<file path="src/sv/moving_average_filter_top_macros.svh">
// ---------------------------------------------------------------------------
// moving_average_filter_top_macros.svh
// Assertion macros used by the filter top level.
// ---------------------------------------------------------------------------
`ifndef MOVING_AVERAGE_FILTER_TOP_MACROS_SVH
`define MOVING_AVERAGE_FILTER_TOP_MACROS_SVH

// Condition must never be true outside reset.
`define MAF_ASSERT_NEVER(lbl, cond, msg) \
    lbl: assert property (@(posedge i_clk) disable iff (!i_rst_n) !(cond)) \
        else $error(msg);

// Antecedent in one cycle requires consequent in the next cycle.
`define MAF_ASSERT_NEXT(lbl, ante, cons, msg) \
    lbl: assert property (@(posedge i_clk) disable iff (!i_rst_n) (ante) |=> (cons)) \
        else $error(msg);

`endif

</file>
<file path="src/sv/maf_pkg.sv">
// ---------------------------------------------------------------------------
// maf_pkg
// Shared constants, widths and controller/datapath interface types for the
// moving average filter.
// ---------------------------------------------------------------------------
package maf_pkg;

    // Ring depth, range 1 to 4
    localparam int TAPS        = 4;
    localparam int SAMPLE_W    = 16;
    localparam int WEIGHT_W    = 16;
    localparam int FRAC_W      = 14;
    localparam int NUM_WEIGHTS = 4;
    localparam int WIDX_W      = $clog2(NUM_WEIGHTS);

    localparam int POS_W   = (TAPS > 1) ? $clog2(TAPS) : 1;
    localparam int TOT_W   = SAMPLE_W + POS_W;
    localparam int MAG_W   = TOT_W;
    localparam int DIV_S   = TOT_W;
    localparam int RECIP_W = TOT_W;
    localparam int DPROD_W = MAG_W + RECIP_W;
    localparam int PROD_W  = SAMPLE_W + WEIGHT_W;
    localparam int ACC_W   = PROD_W + POS_W;

    localparam int CFG_IDX_W  = 3;
    localparam int CFG_DATA_W = 16;

    localparam logic [POS_W-1:0]          TAPS_LAST = POS_W'(TAPS - 1);
    localparam logic signed [TOT_W-1:0]   TAPS_TOT  = TOT_W'(TAPS);
    localparam logic [MAG_W-1:0]          TAPS_MAG  = MAG_W'(TAPS);
    // Reciprocal of TAPS, floored, for a quotient that is exact or one low
    localparam logic [RECIP_W-1:0]        RECIP     = RECIP_W'(((1 << DIV_S) - 1) / TAPS);
    localparam logic signed [ACC_W-1:0]   SAT_HI    = ACC_W'((1 << (SAMPLE_W - 1)) - 1);
    localparam logic signed [ACC_W-1:0]   SAT_LO    = ACC_W'(-(1 << (SAMPLE_W - 1)));
    localparam logic signed [WEIGHT_W-1:0] WEIGHT_RESET = WEIGHT_W'(4096);

    // Request types of an input beat
    localparam logic REQ_SAMPLE = 1'b0;
    localparam logic REQ_FILL   = 1'b1;

    // Configuration register indexes
    typedef enum logic [CFG_IDX_W-1:0] {
        CFG_MODE     = 3'd0,
        CFG_WEIGHT_0 = 3'd1,
        CFG_WEIGHT_1 = 3'd2,
        CFG_WEIGHT_2 = 3'd3,
        CFG_WEIGHT_3 = 3'd4
    } t_cfg_idx;

    // Result source
    typedef enum logic [1:0] {
        RES_INIT = 2'd0,
        RES_WSAT = 2'd1,
        RES_AVG  = 2'd2
    } t_res_sel;

    typedef struct packed {
        logic     load;
        logic     mac_step;
        logic     acc_add;
        logic     div_abs;
        logic     div_mul;
        logic     result_we;
        t_res_sel result_sel;
    } t_ctrl_cmd;

    typedef struct packed {
        logic weighted_mode;
        logic out_valid;
    } t_dp_stat;

endpackage

</file>
<file path="src/sv/maf_ctrl.sv">
// ---------------------------------------------------------------------------
// maf_ctrl
// Sequencer for the filter: accepts a beat, walks the weighted MAC or the
// divide steps (not for fills) and writes the result to the output register.
// ---------------------------------------------------------------------------
module maf_ctrl (
    input  logic               i_clk,
    input  logic               i_rst_n,
    input  logic               i_in_valid,
    input  logic               i_req_type,
    output logic               o_in_ready,
    input  logic               i_out_ready,
    input  maf_pkg::t_dp_stat  i_stat,
    output maf_pkg::t_ctrl_cmd o_cmd
);
    import maf_pkg::*;

    typedef enum logic [7:0] {
        ST_IDLE     = 8'b0000_0001,
        ST_INIT_OUT = 8'b0000_0010,
        ST_MAC      = 8'b0000_0100,
        ST_MAC_END  = 8'b0000_1000,
        ST_SAT      = 8'b0001_0000,
        ST_DIV_ABS  = 8'b0010_0000,
        ST_DIV_MUL  = 8'b0100_0000,
        ST_DIV_FIX  = 8'b1000_0000
    } t_state;

    t_state             r_state, n_state;
    logic [POS_W-1:0]   r_cnt, n_cnt;
    logic               w_slot_free;

    assign o_in_ready  = (r_state == ST_IDLE);
    assign w_slot_free = !i_stat.out_valid || i_out_ready;

    // Next state and commands
    always_comb begin
        n_state = r_state;
        n_cnt   = r_cnt;
        o_cmd   = '0;
        case (r_state)
            ST_IDLE: begin
                if (i_in_valid) begin
                    o_cmd.load = 1'b1;
                    n_cnt      = '0;
                    if (i_req_type == REQ_FILL) begin
                        n_state = ST_INIT_OUT;
                    end else if (i_stat.weighted_mode) begin
                        n_state = ST_MAC;
                    end else begin
                        n_state = ST_DIV_ABS;
                    end
                end
            end
            ST_INIT_OUT: begin
                o_cmd.result_sel = RES_INIT;
                if (w_slot_free) begin
                    o_cmd.result_we = 1'b1;
                    n_state         = ST_IDLE;
                end
            end
            ST_MAC: begin
                // issue one product per cycle, add the previous one
                o_cmd.mac_step = 1'b1;
                o_cmd.acc_add  = (r_cnt != '0);
                if (r_cnt == TAPS_LAST) begin
                    n_state = ST_MAC_END;
                end else begin
                    n_cnt = r_cnt + 1'b1;
                end
            end
            ST_MAC_END: begin
                o_cmd.acc_add = 1'b1;
                n_state       = ST_SAT;
            end
            ST_SAT: begin
                o_cmd.result_sel = RES_WSAT;
                if (w_slot_free) begin
                    o_cmd.result_we = 1'b1;
                    n_state         = ST_IDLE;
                end
            end
            ST_DIV_ABS: begin
                o_cmd.div_abs = 1'b1;
                n_state       = ST_DIV_MUL;
            end
            ST_DIV_MUL: begin
                o_cmd.div_mul = 1'b1;
                n_state       = ST_DIV_FIX;
            end
            ST_DIV_FIX: begin
                o_cmd.result_sel = RES_AVG;
                if (w_slot_free) begin
                    o_cmd.result_we = 1'b1;
                    n_state         = ST_IDLE;
                end
            end
            default: begin
                n_state = ST_IDLE;
            end
        endcase
    end

    // State registers
    always_ff @(posedge i_clk) begin
        if (!i_rst_n) begin
            r_state <= ST_IDLE;
            r_cnt   <= '0;
        end else begin
            r_state <= n_state;
            r_cnt   <= n_cnt;
        end
    end

endmodule

</file>
<file path="src/sv/maf_datapath.sv">
// ---------------------------------------------------------------------------
// maf_datapath
// Sample ring, running total, weight registers, shared MAC, reciprocal
// divider and output register of the filter.
// ---------------------------------------------------------------------------
module maf_datapath (
    input  logic                                   i_clk,
    input  logic                                   i_rst_n,
    input  maf_pkg::t_ctrl_cmd                     i_cmd,
    output maf_pkg::t_dp_stat                      o_stat,
    input  logic                                   i_req_type,
    input  logic signed [maf_pkg::SAMPLE_W-1:0]    i_sample_value,
    input  logic                                   i_out_ready,
    output logic                                   o_out_valid,
    output logic signed [maf_pkg::SAMPLE_W-1:0]    o_filtered_value,
    input  logic                                   i_cfg_we,
    input  logic [maf_pkg::CFG_IDX_W-1:0]          i_cfg_idx,
    input  logic [maf_pkg::CFG_DATA_W-1:0]         i_cfg_data
);
    import maf_pkg::*;

    logic                       r_mode;
    logic signed [WEIGHT_W-1:0] r_weight [NUM_WEIGHTS];
    logic signed [SAMPLE_W-1:0] r_ring [TAPS];
    logic [POS_W-1:0]           r_pos;
    logic signed [TOT_W-1:0]    r_total;
    logic [POS_W-1:0]           r_rd;
    logic [WIDX_W-1:0]          r_widx;
    logic signed [PROD_W-1:0]   r_prod;
    logic signed [ACC_W-1:0]    r_acc;
    logic [MAG_W-1:0]           r_mag;
    logic                       r_neg;
    logic [DPROD_W-1:0]         r_dprod;
    logic                       r_out_vld;
    logic signed [SAMPLE_W-1:0] r_out_data;

    logic [CFG_IDX_W-1:0]       w_cfg_off;
    logic signed [TOT_W-1:0]    w_val_ext, w_old_ext, w_fill_total, w_total_upd;
    logic [POS_W-1:0]           w_pos_next, w_rd_next;
    logic signed [ACC_W-1:0]    w_prod_ext, w_shift;
    logic signed [SAMPLE_W-1:0] w_sat;
    logic [MAG_W-1:0]           w_q0, w_q0_x, w_rem, w_q, w_avg;
    logic signed [SAMPLE_W-1:0] w_result;

    // Configuration registers
    assign w_cfg_off = i_cfg_idx - CFG_IDX_W'(CFG_WEIGHT_0);

    always_ff @(posedge i_clk) begin
        if (!i_rst_n) begin
            r_mode <= 1'b0;
            for (int i = 0; i < NUM_WEIGHTS; i++) begin
                r_weight[i] <= WEIGHT_RESET;
            end
        end else if (i_cfg_we) begin
            if (i_cfg_idx == CFG_MODE) begin
                r_mode <= i_cfg_data[0];
            end else if (i_cfg_idx inside {[CFG_WEIGHT_0:CFG_WEIGHT_3]}) begin
                r_weight[w_cfg_off[WIDX_W-1:0]] <= i_cfg_data;
            end
        end
    end

    // Ring and running total update
    assign w_val_ext    = $signed({{POS_W{i_sample_value[SAMPLE_W-1]}}, i_sample_value});
    assign w_old_ext    = $signed({{POS_W{r_ring[r_pos][SAMPLE_W-1]}}, r_ring[r_pos]});
    assign w_fill_total = w_val_ext * TAPS_TOT;
    assign w_total_upd  = r_total - w_old_ext + w_val_ext;
    assign w_pos_next   = (r_pos == TAPS_LAST) ? '0 : r_pos + 1'b1;
    assign w_rd_next    = (r_rd == TAPS_LAST) ? '0 : r_rd + 1'b1;

    always_ff @(posedge i_clk) begin
        if (!i_rst_n) begin
            for (int i = 0; i < TAPS; i++) begin
                r_ring[i] <= '0;
            end
            r_pos   <= '0;
            r_total <= '0;
            r_rd    <= '0;
            r_widx  <= '0;
        end else if (i_cmd.load) begin
            r_widx <= '0;
            if (i_req_type == REQ_FILL) begin
                for (int i = 0; i < TAPS; i++) begin
                    r_ring[i] <= i_sample_value;
                end
                r_total <= w_fill_total;
                r_pos   <= '0;
                r_rd    <= '0;
            end else begin
                r_ring[r_pos] <= i_sample_value;
                r_total       <= w_total_upd;
                r_pos         <= w_pos_next;
                // oldest entry sits at the new write position
                r_rd          <= w_pos_next;
            end
        end else if (i_cmd.mac_step) begin
            r_rd   <= w_rd_next;
            r_widx <= r_widx + 1'b1;
        end
    end

    // Weighted MAC: one product per cycle, registered before it is accumulated
    assign w_prod_ext = $signed({{POS_W{r_prod[PROD_W-1]}}, r_prod});

    always_ff @(posedge i_clk) begin
        if (i_cmd.mac_step) begin
            r_prod <= r_ring[r_rd] * r_weight[r_widx];
        end
        if (i_cmd.load) begin
            r_acc <= '0;
        end else if (i_cmd.acc_add) begin
            r_acc <= r_acc + w_prod_ext;
        end
    end

    // Floor shift and saturate the weighted sum
    assign w_shift = r_acc >>> FRAC_W;

    always_comb begin
        if (w_shift > SAT_HI) begin
            w_sat = SAT_HI[SAMPLE_W-1:0];
        end else if (w_shift < SAT_LO) begin
            w_sat = SAT_LO[SAMPLE_W-1:0];
        end else begin
            w_sat = w_shift[SAMPLE_W-1:0];
        end
    end

    // Divide by TAPS: magnitude, reciprocal multiply, one correction step
    always_ff @(posedge i_clk) begin
        if (i_cmd.div_abs) begin
            r_neg <= r_total[TOT_W-1];
            r_mag <= r_total[TOT_W-1] ? MAG_W'(-r_total) : MAG_W'(r_total);
        end
        if (i_cmd.div_mul) begin
            r_dprod <= r_mag * RECIP;
        end
    end

    assign w_q0   = r_dprod[DPROD_W-1:DIV_S];
    assign w_q0_x = w_q0 * TAPS_MAG;
    assign w_rem  = r_mag - w_q0_x;
    assign w_q    = (w_rem >= TAPS_MAG) ? w_q0 + 1'b1 : w_q0;
    assign w_avg  = r_neg ? (~w_q + 1'b1) : w_q;

    // Result select
    always_comb begin
        case (i_cmd.result_sel)
            RES_INIT: w_result = r_ring[0];
            RES_WSAT: w_result = w_sat;
            RES_AVG:  w_result = $signed(w_avg[SAMPLE_W-1:0]);
            default:  w_result = r_ring[0];
        endcase
    end

    // Output register: hold the beat until taken
    always_ff @(posedge i_clk) begin
        if (!i_rst_n) begin
            r_out_vld <= 1'b0;
        end else if (i_cmd.result_we) begin
            r_out_vld <= 1'b1;
        end else if (i_out_ready) begin
            r_out_vld <= 1'b0;
        end
    end

    always_ff @(posedge i_clk) begin
        if (i_cmd.result_we) begin
            r_out_data <= w_result;
        end
    end

    assign o_out_valid          = r_out_vld;
    assign o_filtered_value     = r_out_data;
    assign o_stat.weighted_mode = r_mode;
    assign o_stat.out_valid     = r_out_vld;

endmodule

</file>
<file path="src/sv/moving_average_filter_top.sv">
// ---------------------------------------------------------------------------
// moving_average_filter_top
// Arithmetic or Q2.14 weighted moving average over a ring of TAPS samples.
//
//   channel  dir  handshake                  payload
//   in       in   i_in_valid / o_in_ready    i_req_type, i_sample_value
//   out      out  o_out_valid / i_out_ready  o_filtered_value
//   cfg      in   i_cfg_we                   i_cfg_idx, i_cfg_data
//
// A fill item goes straight to the output; an average takes magnitude,
// reciprocal multiply and correction steps; a weighted sum uses one shared
// 16x16 multiplier, one product per cycle. One item is in work at a time.
// Reset (synchronous, active low) empties the ring to zero, weights to 4096.
// A result waits in the output register; a new beat is taken meanwhile, and
// the sequencer stalls at its final step only while that register is full.
// ---------------------------------------------------------------------------
`include "moving_average_filter_top_macros.svh"

module moving_average_filter_top (
    input  logic                                i_clk,
    input  logic                                i_rst_n,
    input  logic                                i_in_valid,
    output logic                                o_in_ready,
    input  logic                                i_req_type,
    input  logic signed [maf_pkg::SAMPLE_W-1:0] i_sample_value,
    output logic                                o_out_valid,
    input  logic                                i_out_ready,
    output logic signed [maf_pkg::SAMPLE_W-1:0] o_filtered_value,
    input  logic                                i_cfg_we,
    input  logic [maf_pkg::CFG_IDX_W-1:0]       i_cfg_idx,
    input  logic [maf_pkg::CFG_DATA_W-1:0]      i_cfg_data
);
    import maf_pkg::*;

    t_ctrl_cmd w_cmd;
    t_dp_stat  w_stat;

    // Sequencer
    maf_ctrl u_ctrl (
        .i_clk       (i_clk),
        .i_rst_n     (i_rst_n),
        .i_in_valid  (i_in_valid),
        .i_req_type  (i_req_type),
        .o_in_ready  (o_in_ready),
        .i_out_ready (i_out_ready),
        .i_stat      (w_stat),
        .o_cmd       (w_cmd)
    );

    // Datapath
    maf_datapath u_datapath (
        .i_clk            (i_clk),
        .i_rst_n          (i_rst_n),
        .i_cmd            (w_cmd),
        .o_stat           (w_stat),
        .i_req_type       (i_req_type),
        .i_sample_value   (i_sample_value),
        .i_out_ready      (i_out_ready),
        .o_out_valid      (o_out_valid),
        .o_filtered_value (o_filtered_value),
        .i_cfg_we         (i_cfg_we),
        .i_cfg_idx        (i_cfg_idx),
        .i_cfg_data       (i_cfg_data)
    );

    // Checks
    `MAF_ASSERT_NEXT(a_busy_after_accept, i_in_valid && o_in_ready, !o_in_ready, "ready after accept")
    `MAF_ASSERT_NEVER(a_load_on_accept, w_cmd.load != (i_in_valid && o_in_ready), "load mismatch")
    `MAF_ASSERT_NEVER(a_no_overwrite, w_cmd.result_we && o_out_valid && !i_out_ready, "result lost")
    `MAF_ASSERT_NEXT(a_result_shown, w_cmd.result_we, o_out_valid, "result not presented")

endmodule
</file>
<file path="config.mk">
export PLATFORM = sky130hd
export DESIGN_NAME = moving_average_filter_top
export DESIGN_NICKNAME = d
export VERILOG_FILES = /design/src/sv/maf_pkg.sv /design/src/sv/maf_ctrl.sv /design/src/sv/maf_datapath.sv /design/src/sv/moving_average_filter_top.sv
export VERILOG_INCLUDE_DIRS = /design/src /design/src/sv
export SDC_FILE = /design/constraint.sdc
export NUM_CORES = 2
export LEC_CHECK = 0
export BUFFER_PORTS_ARGS = -buffer_cell sky130_fd_sc_hd__buf_2
export CORE_MARGIN = 3
export CORE_UTILIZATION = 35
export CTS_BUF_LIST = sky130_fd_sc_hd__clkbuf_8
export CTS_CLUSTER_DIAMETER = 100
export DETAILED_ROUTE_END_ITERATION = 8
export PLACE_DENSITY_LB_ADDON = 0.15
export SETUP_SLACK_MARGIN = 0.05
export SYNTH_ARGS = -nofsm -noshare
export SYNTH_HDL_FRONTEND = slang
export SYNTH_SLANG_ARGS = --single-unit
</file>
<file path="constraint.sdc">
create_clock -name i_clk -period 17.5 [get_ports i_clk]
set_input_delay 3.5 -clock i_clk [delete_from_list [all_inputs] [get_ports i_clk]]
set_output_delay 3.5 -clock i_clk [all_outputs]
set_load 0.01 [all_outputs]
</file>
==> metrics <==
status finished clean; initial core utilization 35.49%; layout cells sized above 1 7.047%; Finished Layout Cells 4,600; drt total wl 90,630 µm; fill count 9,075; routability cong. 0.8938; Max Clock Skew 0.06439 ns; Max transition margin 17.29%; Post-synth top cells inv_1 (651), fa_1 (423), nand2_1 (280); sequential cell area 7859 µm²; clock latency on the worst-skew pair 0.69 ns; Distinct cells, synth 77; vias post-DR 22,984; Hold Violations, Final 0; clock tree buffer depth 3; total track usage 19.62%; RR Endpoint u_datapath.r_prod[31]$_DFFE_PP_; cell accounting for the most synthesized area fa_1; area grow syn2layout 8.730%; ANT nets after route 0; critical path peak fanout 44; CTS root buf clkbuf_8; reg-to-reg setup timing slack 9.21 ns; top-count cell post-synth inv_1; final net count 4,096; area of the multi-input gates 21,390 µm²; buffers added on ports 58; clock sink total 287; CTS resizes 0; Yosys top cell area share 26.39%; #FFs+latches synth 287; Hold Path Class flip-flop to flip-flop; fin crit share 47.37%; hpwl dp 72,280 µm; largest net degree at the start of global routing 65; syn nets 4,055; RSZ-0062 raised after global routing false; worst path arrival time 8.65 ns; Detailed Route Iter0 Violations 1,361; vias in the first global route 24,181; top_reg_cell synth edfxtp_1; final setup vio count 0; HP Start u_datapath.r_acc[11]$_SDFFE_PP0P_; Reg2Reg Depth 24; drt pass-1 iters 5; Synth area leaders fa_1 (26%), edfxtp_1 (20%), ha_1 (10%); wire per inst 19.70 µm; DR vias/cell 4.997; setup tns final 0 ns; Die Ht 308.8 µm; gate count after technology mapping 3,334; Top-Level Pins 59; Req. time, crit path 17.86 ns; Synth async-reset ratio 0%; Hold EP u_datapath.r_acc[11]$_SDFFE_PP0P_; postcts setup bufs 0; Post-Synthesis Cell Area 32,090 µm²; Remaining DRCs 0; CP endpoint kind flip-flop; Post-synth EDFFs 211; Rows 110; fin crit period 8.290 ns; initial antenna violation count 6; fmax 0.1206 GHz; number of H-tree levels 2; Core ar. 90,420 µm²; WS Path Type flip-flop to flip-flop; Ys Warns 0; worst slew pin tran 1.228 ns; Die X 308.8 µm; first-pass GRT wire length 143,300 µm; Seq/Total Area, Yosys 24.49%; synthesized area per cell 9.625 µm²; Hold Crit Depth 2; total gr overflow 0; CTS Buf Count 54; max cap viols 0; Clk pin slew, worst setup/hold paths 0.06 ns; Placed Cells 4,495; area of the die 95,350 µm²; CTS tree built; type of origin of the critical path flip-flop; Slew Viols, Final 0; hold_buf cts 0
[critical path, cell delays in order (launching register included)]
cell,delay [ns]
dfxtp_2,0.95
o21ai_0,0.21
o21ai_0,0.99
nor2_1,0.12
fa_1,0.53
inv_1,0.06
fa_1,0.54
fa_1,0.53
inv_1,0.05
fa_1,0.47
fa_1,0.54
inv_1,0.05
fa_1,0.52
inv_1,0.04
ha_1,0.37
a21o_1,0.18
a21oi_1,0.14
o21ai_0,0.09
a31oi_1,0.34
o221ai_1,0.21
a31oi_1,0.28
nor2b_1,0.08
o21a_1,0.19
o41ai_1,0.31
xnor2_1,0.12
[kinds of logic after synthesis]
family                     count (synthesis)  synth area share [%]
adders and majority gates                680                 36.41
AOI/OAI and AO/OA                        499                 10.00
muxes                                     72                 3.174
buffers and inverters                    762                 8.945
and+or+nand+nor                          887                 12.97
xor gates and xnor gates                 147                 4.012
DFF                                      287                 24.49
[layout by cell type, fill, tap and decap left out, drive strengths merged, types with 18 or more instances in the layout]
| cell | synthesis | final |
|---|---|---|
| inv | 651 | 670 |
| xor2 | 24 | 24 |
| nor3 | 92 | 92 |
| ha | 257 | 257 |
| and2 | 89 | 89 |
| buf | 12 | 94 |
| dfxtp | 76 | 76 |
| o211ai | 22 | 22 |
| nand2 | 280 | 280 |
| a211oi | 34 | 34 |
| nor2 | 242 | 242 |
| mux4 | 22 | 22 |
| a21o | 36 | 36 |
| clkbuf | 97 | 62 |
| edfxtp | 211 | 211 |
| o21ai | 124 | 124 |
| nand3 | 37 | 37 |
| or3 | 18 | 18 |
| fa | 423 | 423 |
| a21oi | 131 | 131 |
| mux2 | 18 | 18 |
| clkinv | 2 | 18 |
| o21a | 35 | 35 |
| nand2b | 30 | 30 |
| xnor2 | 123 | 123 |
| mux2i | 32 | 32 |
| nor2b | 19 | 19 |
[registers in the layout, summed over array words and instances (netlist names), named ones only]
signal,count
u_datapath.r_ring,64
u_datapath.r_dprod,16
u_ctrl.r_cnt,2
u_datapath.o_filtered_value,16
u_ctrl.r_state,8
u_datapath.r_mag,18
u_datapath.r_pos,2
u_datapath.r_mode,1
u_datapath.r_weight,64
u_datapath.r_total,18
u_datapath.r_rd,2
u_datapath.r_widx,2
u_datapath.o_out_valid,1
u_datapath.r_prod,32
u_datapath.r_neg,1
u_datapath.r_acc,34
[how the worst max path moves through the flow]
stage | start | to | slack [ns]
CTS | flip-flop | u_datapath.r_prod[31]$_DFFE_PP_ | 9.16
finish | flip-flop | u_datapath.r_prod[31]$_DFFE_PP_ | 9.21
detailed placement | flip-flop | u_datapath.r_prod[31]$_DFFE_PP_ | 9.22
global placement | flip-flop | u_datapath.r_prod[31]$_DFFE_PP_ | 9.27
floorplan | flip-flop | u_datapath.r_prod[30]$_DFFE_PP_ | 9.84
global route | flip-flop | u_datapath.r_prod[31]$_DFFE_PP_ | 8.51
[area by class of cell]
class	count	share of cell area, %
clock inverter	39	0.8356
timing repair buffer	94	1.607
multi-input combinational	2285	61.32
antenna	4	0.02869
inverter	653	7.025
tap	1176	4.217
sequential	287	22.52
clock buffer	62	2.446
[metal layers]
metal | vias to the layer above | track usage [%] | wire [µm]
met3 | 132 | 3.978 | 5332
met5 | - | 0 | 0
li1 | 10991 | - | -
met4 | 0 | 5.564 | 2565
met2 | 515 | 32.24 | 41740
met1 | 11346 | 26.34 | 40990
[metrics by stage]
| step | hold WS, ns | util (%) | cell area (µm²) | setup WS, ns |
|---|---|---|---|---|
| after floorplan | 0.4196 | - | 32090 | 9.838 |
| after global placement | 0.4458 | 37.31 | 33730 | 9.268 |
| after detailed placement | 0.4477 | 37.31 | 33730 | 9.221 |
| after CTS | 0.4567 | 38.57 | 34880 | 9.160 |
| after global routing | 0.4817 | 38.58 | 34880 | 8.509 |
| final | 0.4572 | 38.58 | 34890 | 9.210 |
Power is not shown: default switching activity piles up to over one toggle a cycle in this logic, so the estimate is an artifact.
